`config.mk`:
```
export PLATFORM = sky130hd
export DESIGN_NAME = keyboard_focus_queue_router_unit
export DESIGN_NICKNAME = d
export VERILOG_FILES = /design/src/kfqr_pkg.sv /design/src/kfqr_ram.sv /design/src/kfqr_front.sv /design/src/kfqr_cmdq.sv /design/src/kfqr_back.sv /design/src/keyboard_focus_queue_router_unit.sv
export VERILOG_INCLUDE_DIRS = /design/src /design/src/src
export SDC_FILE = /design/constraint.sdc
export NUM_CORES = 1
export LEC_CHECK = 0
export BUFFER_PORTS_ARGS = -buffer_cell sky130_fd_sc_hd__buf_2
export CORE_MARGIN = 2
export CORE_UTILIZATION = 25
export CTS_CLUSTER_DIAMETER = 40
export DETAILED_ROUTE_END_ITERATION = 10
export PLACE_DENSITY_LB_ADDON = 0.08
export SETUP_SLACK_MARGIN = 0.3
export SYNTH_ARGS = -nofsm -noshare
export SYNTH_HDL_FRONTEND = slang
export SYNTH_SLANG_ARGS = --single-unit
```
`constraint.sdc`:
```
create_clock -name clk_i -period 7.7 [get_ports clk_i]
set_input_delay 1.54 -clock clk_i [delete_from_list [all_inputs] [get_ports clk_i]]
set_output_delay 1.54 -clock clk_i [all_outputs]
set_load 0.005 [all_outputs]
```
`src/assert_macros.svh`:
```
// Assertion helpers for the keyboard focus queue router.
// Both take a label, a clock, an active-low reset and a property or condition.
`ifndef ASSERT_MACROS_SVH
`define ASSERT_MACROS_SVH

`ifndef SYNTHESIS

`define KFQR_ASSERT(lbl, clk, rst_n, prop) \
  lbl: assert property (@(posedge clk) disable iff (!(rst_n)) (prop)) \
    else $error("assertion failed");

`define KFQR_NEVER(lbl, clk, rst_n, cond) \
  lbl: assert property (@(posedge clk) disable iff (!(rst_n)) !(cond)) \
    else $error("forbidden condition seen");

`else

`define KFQR_ASSERT(lbl, clk, rst_n, prop)

`define KFQR_NEVER(lbl, clk, rst_n, cond)

`endif

`endif

```
`src/kfqr_pkg.sv`:
```
`default_nettype none

package kfqr_pkg;

  localparam int unsigned QUEUE_DEPTH_DEF = 64;
  localparam int unsigned NUM_TASKS_DEF   = 2;

  localparam int unsigned CHAR_W   = 7;
  localparam int unsigned EVENT_W  = 3;
  localparam int unsigned CMDQ_DEPTH = 2;
  localparam int unsigned CMDQ_PTR_W = 1;
  localparam int unsigned CMDQ_CNT_W = 2;

  localparam logic [7:0] SC_RELEASE_BIT = 8'h80;
  localparam logic [6:0] SC_ENTER       = 7'h1C;
  localparam logic [6:0] SC_BACKSPACE   = 7'h0E;
  localparam logic [6:0] SC_TAB         = 7'h0F;

  localparam logic [CHAR_W-1:0] ASCII_NEWLINE   = 7'h0A;
  localparam logic [CHAR_W-1:0] ASCII_BACKSPACE = 7'h08;

  typedef enum logic [EVENT_W-1:0] {
    EV_IGNORED = 3'd0,
    EV_QUEUED  = 3'd1,
    EV_DROPPED = 3'd2,
    EV_FOCUS   = 3'd3,
    EV_POPPED  = 3'd4,
    EV_EMPTY   = 3'd5
  } event_e;

  typedef enum logic [1:0] {
    OP_IGNORE = 2'd0,
    OP_FOCUS  = 2'd1,
    OP_PUSH   = 2'd2,
    OP_POP    = 2'd3
  } op_e;

  // One classified transaction handed from the front end to the back end.
  typedef struct packed {
    op_e               op;
    logic [CHAR_W-1:0] ch;
    logic              task_sel;
  } kfqr_cmd_t;

  // Set-1 make code to lower-case ASCII; zero means the code is not mapped.
  function automatic logic [CHAR_W-1:0] key_map(input logic [6:0] code);
    logic [CHAR_W-1:0] c;
    c = '0;
    unique case (code)
      7'h02: c = 7'h31;
      7'h03: c = 7'h32;
      7'h04: c = 7'h33;
      7'h05: c = 7'h34;
      7'h06: c = 7'h35;
      7'h07: c = 7'h36;
      7'h08: c = 7'h37;
      7'h09: c = 7'h38;
      7'h0A: c = 7'h39;
      7'h0B: c = 7'h30;
      7'h10: c = 7'h71;
      7'h11: c = 7'h77;
      7'h12: c = 7'h65;
      7'h13: c = 7'h72;
      7'h14: c = 7'h74;
      7'h15: c = 7'h79;
      7'h16: c = 7'h75;
      7'h17: c = 7'h69;
      7'h18: c = 7'h6F;
      7'h19: c = 7'h70;
      7'h1E: c = 7'h61;
      7'h1F: c = 7'h73;
      7'h20: c = 7'h64;
      7'h21: c = 7'h66;
      7'h22: c = 7'h67;
      7'h23: c = 7'h68;
      7'h24: c = 7'h6A;
      7'h25: c = 7'h6B;
      7'h26: c = 7'h6C;
      7'h2C: c = 7'h7A;
      7'h2D: c = 7'h78;
      7'h2E: c = 7'h63;
      7'h2F: c = 7'h76;
      7'h30: c = 7'h62;
      7'h31: c = 7'h6E;
      7'h32: c = 7'h6D;
      7'h39: c = 7'h20;
      default: c = '0;
    endcase
    return c;
  endfunction

endpackage

`default_nettype wire

```
`src/kfqr_ram.sv`:
```
`default_nettype none

module kfqr_ram #(
  parameter int unsigned WIDTH = 8,
  parameter int unsigned DEPTH = 16,
  localparam int unsigned ADDR_W = $clog2(DEPTH)
) (
  input  wire logic              clk_i,
  input  wire logic              we_i,
  input  wire logic [ADDR_W-1:0] waddr_i,
  input  wire logic [WIDTH-1:0]  wdata_i,
  input  wire logic              re_i,
  input  wire logic [ADDR_W-1:0] raddr_i,
  output logic      [WIDTH-1:0]  rdata_o
);

  logic [WIDTH-1:0] mem [DEPTH];

  always_ff @(posedge clk_i) begin
    if (we_i) begin
      mem[waddr_i] <= wdata_i;
    end
    if (re_i) begin
      rdata_o <= mem[raddr_i];
    end
  end

endmodule

`default_nettype wire

```
`src/kfqr_front.sv`:
```
`default_nettype none

module kfqr_front (
  input  wire logic              cmd_i,
  input  wire logic [7:0]        scancode_i,
  input  wire logic              task_req_i,
  output kfqr_pkg::kfqr_cmd_t    cmd_o
);
  import kfqr_pkg::*;

  logic [6:0]        code;
  logic              released;
  logic [CHAR_W-1:0] mapped;

  assign code     = scancode_i[6:0];
  assign released = (scancode_i & SC_RELEASE_BIT) != 8'h00;

  always_comb begin
    priority if (code == SC_ENTER) begin
      mapped = ASCII_NEWLINE;
    end else if (code == SC_BACKSPACE) begin
      mapped = ASCII_BACKSPACE;
    end else begin
      mapped = key_map(code);
    end
  end

  always_comb begin
    cmd_o.ch       = '0;
    cmd_o.task_sel = task_req_i;
    priority if (cmd_i) begin
      cmd_o.op = OP_POP;
    end else if (released) begin
      cmd_o.op = OP_IGNORE;
    end else if (code == SC_TAB) begin
      cmd_o.op = OP_FOCUS;
    end else if (mapped != '0) begin
      cmd_o.op = OP_PUSH;
      cmd_o.ch = mapped;
    end else begin
      cmd_o.op = OP_IGNORE;
    end
  end

endmodule

`default_nettype wire

```
`src/kfqr_cmdq.sv`:
```
`default_nettype none

module kfqr_cmdq (
  input  wire logic                clk_i,
  input  wire logic                rst_ni,
  input  wire logic                push_i,
  input  wire kfqr_pkg::kfqr_cmd_t entry_i,
  input  wire logic                pop_i,
  output kfqr_pkg::kfqr_cmd_t      entry_o,
  output logic                     empty_o,
  output logic                     full_o
);
  import kfqr_pkg::*;

  kfqr_cmd_t             slot_q [CMDQ_DEPTH];
  logic [CMDQ_PTR_W-1:0] wr_ptr_q, wr_ptr_d;
  logic [CMDQ_PTR_W-1:0] rd_ptr_q, rd_ptr_d;
  logic [CMDQ_CNT_W-1:0] count_q, count_d;
  logic                  do_push;
  logic                  do_pop;

  assign empty_o = count_q == '0;
  assign full_o  = count_q == CMDQ_CNT_W'(CMDQ_DEPTH);
  assign entry_o = slot_q[rd_ptr_q];
  assign do_push = push_i && !full_o;
  assign do_pop  = pop_i && !empty_o;

  always_comb begin
    wr_ptr_d = do_push ? wr_ptr_q + 1'b1 : wr_ptr_q;
    rd_ptr_d = do_pop ? rd_ptr_q + 1'b1 : rd_ptr_q;
    count_d  = count_q;
    if (do_push && !do_pop) begin
      count_d = count_q + 1'b1;
    end else if (do_pop && !do_push) begin
      count_d = count_q - 1'b1;
    end
  end

  always_ff @(posedge clk_i or negedge rst_ni) begin
    if (!rst_ni) begin
      wr_ptr_q <= '0;
      rd_ptr_q <= '0;
      count_q  <= '0;
    end else begin
      wr_ptr_q <= wr_ptr_d;
      rd_ptr_q <= rd_ptr_d;
      count_q  <= count_d;
    end
  end

  always_ff @(posedge clk_i) begin
    if (do_push) begin
      slot_q[wr_ptr_q] <= entry_i;
    end
  end

endmodule

`default_nettype wire

```
`src/kfqr_back.sv`:
```
`default_nettype none

module kfqr_back #(
  parameter int unsigned QUEUE_DEPTH = kfqr_pkg::QUEUE_DEPTH_DEF,
  parameter int unsigned NUM_TASKS   = kfqr_pkg::NUM_TASKS_DEF
) (
  input  wire logic                   clk_i,
  input  wire logic                   rst_ni,
  input  wire logic                   valid_i,
  input  wire kfqr_pkg::kfqr_cmd_t    cmd_i,
  output logic                        done_o,
  output logic [kfqr_pkg::EVENT_W-1:0] event_res_o,
  output logic [kfqr_pkg::CHAR_W-1:0]  data_o,
  output logic                        focus_o
);
  import kfqr_pkg::*;

  localparam int unsigned PTR_W  = $clog2(QUEUE_DEPTH);
  localparam int unsigned TASK_W = $clog2(NUM_TASKS);
  localparam int unsigned ADDR_W = $clog2(NUM_TASKS * QUEUE_DEPTH);
  localparam logic [PTR_W-1:0]  PTR_LAST  = PTR_W'(QUEUE_DEPTH - 1);
  localparam logic [TASK_W-1:0] TASK_LAST = TASK_W'(NUM_TASKS - 1);
  localparam logic [ADDR_W-1:0] QD_ADDR   = ADDR_W'(QUEUE_DEPTH);

  logic [PTR_W-1:0]  head_q [NUM_TASKS];
  logic [PTR_W-1:0]  head_d [NUM_TASKS];
  logic [PTR_W-1:0]  tail_q [NUM_TASKS];
  logic [PTR_W-1:0]  tail_d [NUM_TASKS];
  logic [TASK_W-1:0] focus_q, focus_d;

  logic              done_q;
  event_e            event_q, event_d;
  logic [CHAR_W-1:0] char_q, char_d;
  logic              from_ram_q, from_ram_d;
  logic              focus_res_q;

  logic [TASK_W-1:0] sel;
  logic [PTR_W-1:0]  hd, tl, hd_next, tl_next;
  logic [ADDR_W-1:0] addr;
  logic              we, re;
  logic [CHAR_W-1:0] rdata;

  assign sel     = (cmd_i.op == OP_POP) ? TASK_W'(cmd_i.task_sel) : focus_q;
  assign hd      = head_q[sel];
  assign tl      = tail_q[sel];
  assign hd_next = (hd == PTR_LAST) ? '0 : hd + 1'b1;
  assign tl_next = (tl == PTR_LAST) ? '0 : tl + 1'b1;
  // Pushes address the tail slot of the focused task, pops the head slot of the requested task.
  assign addr    = sel * QD_ADDR + ADDR_W'((cmd_i.op == OP_POP) ? hd : tl);

  always_comb begin
    head_d     = head_q;
    tail_d     = tail_q;
    focus_d    = focus_q;
    event_d    = EV_IGNORED;
    char_d     = '0;
    from_ram_d = 1'b0;
    we         = 1'b0;
    re         = 1'b0;
    if (valid_i) begin
      unique case (cmd_i.op)
        OP_IGNORE: begin
          event_d = EV_IGNORED;
        end
        OP_FOCUS: begin
          focus_d = (focus_q == TASK_LAST) ? '0 : focus_q + 1'b1;
          event_d = EV_FOCUS;
        end
        OP_PUSH: begin
          char_d = cmd_i.ch;
          if (tl_next != hd) begin
            we          = 1'b1;
            tail_d[sel] = tl_next;
            event_d     = EV_QUEUED;
          end else begin
            event_d = EV_DROPPED;
          end
        end
        OP_POP: begin
          if (hd != tl) begin
            re          = 1'b1;
            head_d[sel] = hd_next;
            from_ram_d  = 1'b1;
            event_d     = EV_POPPED;
          end else begin
            event_d = EV_EMPTY;
          end
        end
        default: event_d = EV_IGNORED;
      endcase
    end
  end

  always_ff @(posedge clk_i or negedge rst_ni) begin
    if (!rst_ni) begin
      for (int i = 0; i < NUM_TASKS; i++) begin
        head_q[i] <= '0;
        tail_q[i] <= '0;
      end
      focus_q <= '0;
      done_q  <= 1'b0;
    end else begin
      head_q  <= head_d;
      tail_q  <= tail_d;
      focus_q <= focus_d;
      done_q  <= valid_i;
    end
  end

  always_ff @(posedge clk_i) begin
    if (valid_i) begin
      event_q     <= event_d;
      char_q      <= char_d;
      from_ram_q  <= from_ram_d;
      focus_res_q <= focus_d[0];
    end
  end

  kfqr_ram #(
    .WIDTH (CHAR_W),
    .DEPTH (NUM_TASKS * QUEUE_DEPTH)
  ) u_store (
    .clk_i   (clk_i),
    .we_i    (we),
    .waddr_i (addr),
    .wdata_i (cmd_i.ch),
    .re_i    (re),
    .raddr_i (addr),
    .rdata_o (rdata)
  );

  assign done_o      = done_q;
  assign event_res_o = event_q;
  assign data_o      = from_ram_q ? rdata : char_q;
  assign focus_o     = focus_res_q;

endmodule

`default_nettype wire

```
`src/keyboard_focus_queue_router_unit.sv`:
```
// Keyboard focus queue router.
// Command channel: a transaction is taken at a rising edge with start high and
// busy low. cmd_i low delivers a set-1 scancode_i; cmd_i high asks to pop the
// oldest character of the task named by task_req_i.
// Result channel: done_o is high for exactly one cycle per transaction, with
// event_res_o, data_o and focus_o valid in that cycle. The receiver cannot
// stall it, so results must be taken when they appear.
// A taken transaction enters the command queue and its result is registered
// in the back end. One transaction per cycle is sustained; the front end
// classifies, a two-entry command queue decouples it from the back end, and
// the back end retires one transaction a cycle through the pointer update and
// one access of the character store (registered read for pops).
// The back end drains the command queue every cycle, so it never holds more
// than one entry and busy stays low in operation.
// Reset clears all queue pointers and gives focus to task zero. The character
// store is not cleared; only entries written by earlier pushes are ever read.
`default_nettype none
`include "assert_macros.svh"

module keyboard_focus_queue_router_unit #(
  parameter int unsigned QUEUE_DEPTH = kfqr_pkg::QUEUE_DEPTH_DEF,
  parameter int unsigned NUM_TASKS   = kfqr_pkg::NUM_TASKS_DEF
) (
  input  wire logic                        clk_i,
  input  wire logic                        rst_ni,
  input  wire logic                        start,
  output logic                             busy,
  input  wire logic                        cmd_i,
  input  wire logic [7:0]                  scancode_i,
  input  wire logic                        task_req_i,
  output logic                             done_o,
  output logic [kfqr_pkg::EVENT_W-1:0]     event_res_o,
  output logic [kfqr_pkg::CHAR_W-1:0]      data_o,
  output logic                             focus_o
);
  import kfqr_pkg::*;

  kfqr_cmd_t front_cmd;
  kfqr_cmd_t back_cmd;
  logic      q_empty;
  logic      q_full;
  logic      accept;
  logic      silent_ev;
  logic      char_ev;

  assign busy   = q_full;
  assign accept = start && !q_full;

  // Events that never carry a character, and those that always do.
  assign silent_ev = (event_res_o == EV_IGNORED) || (event_res_o == EV_FOCUS) ||
                     (event_res_o == EV_EMPTY);
  assign char_ev   = (event_res_o == EV_POPPED) || (event_res_o == EV_QUEUED) ||
                     (event_res_o == EV_DROPPED);

  kfqr_front u_front (
    .cmd_i      (cmd_i),
    .scancode_i (scancode_i),
    .task_req_i (task_req_i),
    .cmd_o      (front_cmd)
  );

  kfqr_cmdq u_cmdq (
    .clk_i   (clk_i),
    .rst_ni  (rst_ni),
    .push_i  (accept),
    .entry_i (front_cmd),
    .pop_i   (!q_empty),
    .entry_o (back_cmd),
    .empty_o (q_empty),
    .full_o  (q_full)
  );

  kfqr_back #(
    .QUEUE_DEPTH (QUEUE_DEPTH),
    .NUM_TASKS   (NUM_TASKS)
  ) u_back (
    .clk_i       (clk_i),
    .rst_ni      (rst_ni),
    .valid_i     (!q_empty),
    .cmd_i       (back_cmd),
    .done_o      (done_o),
    .event_res_o (event_res_o),
    .data_o      (data_o),
    .focus_o     (focus_o)
  );

  // Every accepted transaction produces its result through the queue and back end.
  `KFQR_ASSERT(a_result_follows, clk_i, rst_ni, accept |-> ##2 done_o)
  `KFQR_NEVER(a_event_in_range, clk_i, rst_ni, done_o && (event_res_o > EV_EMPTY))
  `KFQR_ASSERT(a_no_data_on_silent_events, clk_i, rst_ni, (done_o && silent_ev) |-> (data_o == '0))
  `KFQR_NEVER(a_pop_gives_data, clk_i, rst_ni, done_o && char_ev && (data_o == '0))

endmodule

`default_nettype wire
```
==> flow_metrics.env <==
export IMPL_final_setup_tns_ps=0
export IMPL_synth_xor_area_frac=0.005491
export IMPL_dr_pass1_iters=5
export IMPL_synth_compound_area_frac=0.09636
export IMPL_synth_top_area_share=0.7041
export IMPL_vias=25494
export IMPL_die_h_um=403.4
export IMPL_antenna_found_initial=6
export IMPL_cp_arrival_ps=6680
export IMPL_cts_htree_levels=4
export IMPL_drt_iter0_drc=2395
export IMPL_drc_errors=0
export IMPL_period_share=0.8161
export IMPL_power_density_nw_per_um2=505.5
export IMPL_status="finished clean"
export IMPL_setup_viol=0
export IMPL_cts_tree="yes"
export IMPL_ant_nets=0
export IMPL_rsz0062_at_grt="false"
export IMPL_cp_num_buf_inv=0
export IMPL_rrSetupSlack_ps=1420
export IMPL_seq_area_frac_synth=0.7229
export IMPL_portBuffers=25
export IMPL_ctsHoldBuffers=0
export IMPL_syn_cell_area_um2=39880
export IMPL_cts_buffer_depth=3
export IMPL_fin_cells=5053
export IMPL_synth_top_family_by_area="compound AO/OA/AOI/OAI gates"
export IMPL_drive_above_1_share=0.1604
export IMPL_fin_nets=2880
export IMPL_cts_sinks=965
export IMPL_worstPathCellList="nand3_2 -> nand3_2 -> nand2_4 -> nand2_1 -> nand2_1 -> ha_1 -> o211a_1 -> o21ai_1 -> xor2_1 -> or4_1 -> nand3_2 -> nor2_1"
export IMPL_synth_area_leaders="edfxtp_1 (70%), nand2_1 (3.8%), mux2i_1 (2.6%), mux2_2 (2.5%), a221oi_1 (2.1%)"
export IMPL_core_um2=158400
export IMPL_cp_end_kind="flop"
export IMPL_cp_top_family="simple AND/OR/NAND/NOR gates"
export IMPL_ir_drop_mv=0.3401
export IMPL_wl_per_cell_um=30.85
export IMPL_hpwlAfterDp_um=92090
export IMPL_syn_area_per_cell_um2=14.31
export IMPL_place_gp_congestion=0.7913
export IMPL_synthCells=2787
export IMPL_grt_pass1_wl_um=216700
export IMPL_cpMostUsedCell="nand3_2"
export IMPL_synth_cell_type_count=83
export IMPL_drv_cap=0
export IMPL_area_delta_synth_final_pct=20.01
export IMPL_crit_required_ps=8100
export IMPL_tightest_slew_ps=1381
export IMPL_power_share_clock=0.302
export IMPL_fin_crit_ps=6284
export IMPL_switchingPower_w=0.01035
export IMPL_leakagePower_nw=15.74
export IMPL_slowest_stage="nand3_2"
export IMPL_postCtsResizedCells=0
export IMPL_p_sw_frac=0.4277
export IMPL_worstPathMaxFanout=24
export IMPL_worst_path_largest_cell_delay_ps=1230
export IMPL_clk_pin_slew_worst_paths_ps=50
export IMPL_muxShareOfSynthArea=0.05654
export IMPL_crit_type="reg -> reg"
export IMPL_drv_slew=0
export IMPL_grtUsageTotal=0.1897
export IMPL_ios=26
export IMPL_maxSlewHeadroom=0.05557
export IMPL_cts_made_buffers=157
export IMPL_post_cts_repair_setup_buffers=0
export IMPL_synth_fa_ha_area_frac=0.004393
export IMPL_min_path_type="reg -> reg"
export IMPL_grt_pass1_vias=26270
export IMPL_grt_overflow_total=0
export IMPL_root_buffer="clkbuf_16"
export IMPL_initial_core_util=0.2518
export IMPL_finalClockSkew_ps=27.03
export IMPL_insertion_delay_ps=780
export IMPL_die_width_um=403.4
export IMPL_critPathLaunchType="flop"
export IMPL_rows=146
export IMPL_p_int_w=0.01385
export IMPL_synth_ff_type="edfxtp_1"
export IMPL_vias_per_cell=5.045
export IMPL_synth_warnings=0
export IMPL_place_inst=4765
export IMPL_grt_max_degree=103
export IMPL_p_seq_frac=0.284
export IMPL_synth_nets=2814
export IMPL_yosys_register_bits=965
export IMPL_hold_viol_final=0
export IMPL_p_comb_frac=0.415
export IMPL_synth_edf_count=935
export IMPL_ys_async_sr_fraction=0.03109
export IMPL_routed_wl_um=155900
export IMPL_fin_hold_ws_ps=504.5
export IMPL_fillers=15690
export IMPL_yosysTopAreaCell="edfxtp_1"
export IMPL_fmax_mhz=159.1
export IMPL_synth_simple_area_share=0.09074
export IMPL_die_area_um2=162700
## cell families (layout without fill, tap and decap cells)
group | after synthesis | count (layout)
other cells | 0 | 1
simple gates | 822 | 822
xor+xnor | 25 | 25
mux | 205 | 205
fa+ha+maj | 14 | 14
compound gates | 558 | 558
flops | 965 | 965
buf+inv | 198 | 391
## cell usage after synthesis (14+ instances only)
cell,n
a211oi_1,49
a221oi_1,95
dfrtp_1,30
buf_1,18
o21ai_0,80
o22ai_1,15
nand2_1,409
ha_1,14
a22oi_1,41
inv_1,14
nor2_1,187
mux2i_1,103
mux2_2,90
edfxtp_1,935
buf_2,87
a31oi_1,22
clkbuf_1,58
a21oi_1,142
nand3_1,102
nand4_1,26
a32oi_1,15
## registers in the layout (all words and copies together), names as in the netlist
name and flops:
u_back.u_store.mem 896, u_cmdq.count_q 2, u_back.char_q 7, u_cmdq.wr_ptr_q 1, u_back.u_store.rdata_o 7, u_back.focus_o 1
u_back.from_ram_q 1, u_back.done_o 1, u_back.focus_q 1, u_cmdq.slot_q 20, u_back.event_res_o 3, u_cmdq.rd_ptr_q 1
u_back.tail_q 12, u_back.head_q 12
## per-stage QoR
stage,cell area [um^2],util,worst slack (ps),total power [W]
after floorplan,39880,-,4030,0.01219
after global placement,42410,0.2678,1502,0.01726
after detailed placement,42410,0.2678,1432,0.01715
after CTS,47850,0.3021,1409,0.02452
after global routing,47850,0.3021,1096,0.02515
final,47860,0.3022,1416,0.02419
## cells in the final DEF, fill, tap and decap left out, types with 80 or more instances in the layout
cell type | netlist | routed
edfxtp_1 | 935 | 935
nand2_1 | 409 | 407
nor2_1 | 187 | 179
clkbuf_16 | 0 | 165
a21oi_1 | 142 | 142
nand3_1 | 102 | 102
mux2i_1 | 103 | 101
a221oi_1 | 95 | 95
mux2_2 | 90 | 83
o21ai_0 | 80 | 80
## power by group through the flow
stage          Combinational (W)  Sequential (W)  Clock, W
6_report                  0.0100         0.00686   0.00730
5_1_grt                   0.0106         0.00688   0.00766
4_1_cts                   0.0102         0.00686   0.00745
3_5_place_dp              0.0102         0.00696         0
3_3_place_gp              0.0103         0.00697         0
2_1_floorplan            0.00535         0.00684         0
## area by class of cell
type,instances,area (um^2),share of cell area
inverter,16,60.06,0.001255
clock buffer,187,4212,0.08800
antenna,1,2.502,0.00005229
timing repair buffer,89,678.2,0.01417
tap,2072,2592,0.05417
clock inverter,99,1230,0.02570
sequential,965,28830,0.6024
multi-input combinational,1624,10250,0.2143
## worst register-to-register path: stages (launching register included)
cell	delay, ps
dfrtp_1	950
nand3_2	340
nand3_2	290
nand2_4	210
nand2_1	140
nand2_1	90
ha_1	300
o211a_1	250
o21ai_1	280
xor2_1	160
or4_1	630
nand3_2	1250
nor2_1	1050
## metal layers
metal / track usage / vias to the layer above / wire (um)
met4: 0.04547 / 0 / 3010
li1: - / 10966 / -
met2: 0.3093 / 914 / 74370
met5: 0 / - / 0
met3: 0.03248 / 185 / 8342
met1: 0.2622 / 13429 / 70180
## final timing paths
path                                    from                         to  depth (start not counted)
setup / recovery             u_cmdq.rd_ptr_q  u_back.u_store.mem[76][0]                         12
hold / removal             u_cmdq.count_q[1]          u_cmdq.count_q[1]                          1
setup reg to reg             u_cmdq.rd_ptr_q  u_back.u_store.mem[76][0]                         12
hold reg to reg            u_cmdq.count_q[1]          u_cmdq.count_q[1]                          1
max in group asynchronous             rst_ni           u_back.tail_q[5]                          1
min in group asynchronous             rst_ni          u_cmdq.count_q[1]                          1
Note: power is estimated with default switching activity, not from simulation.
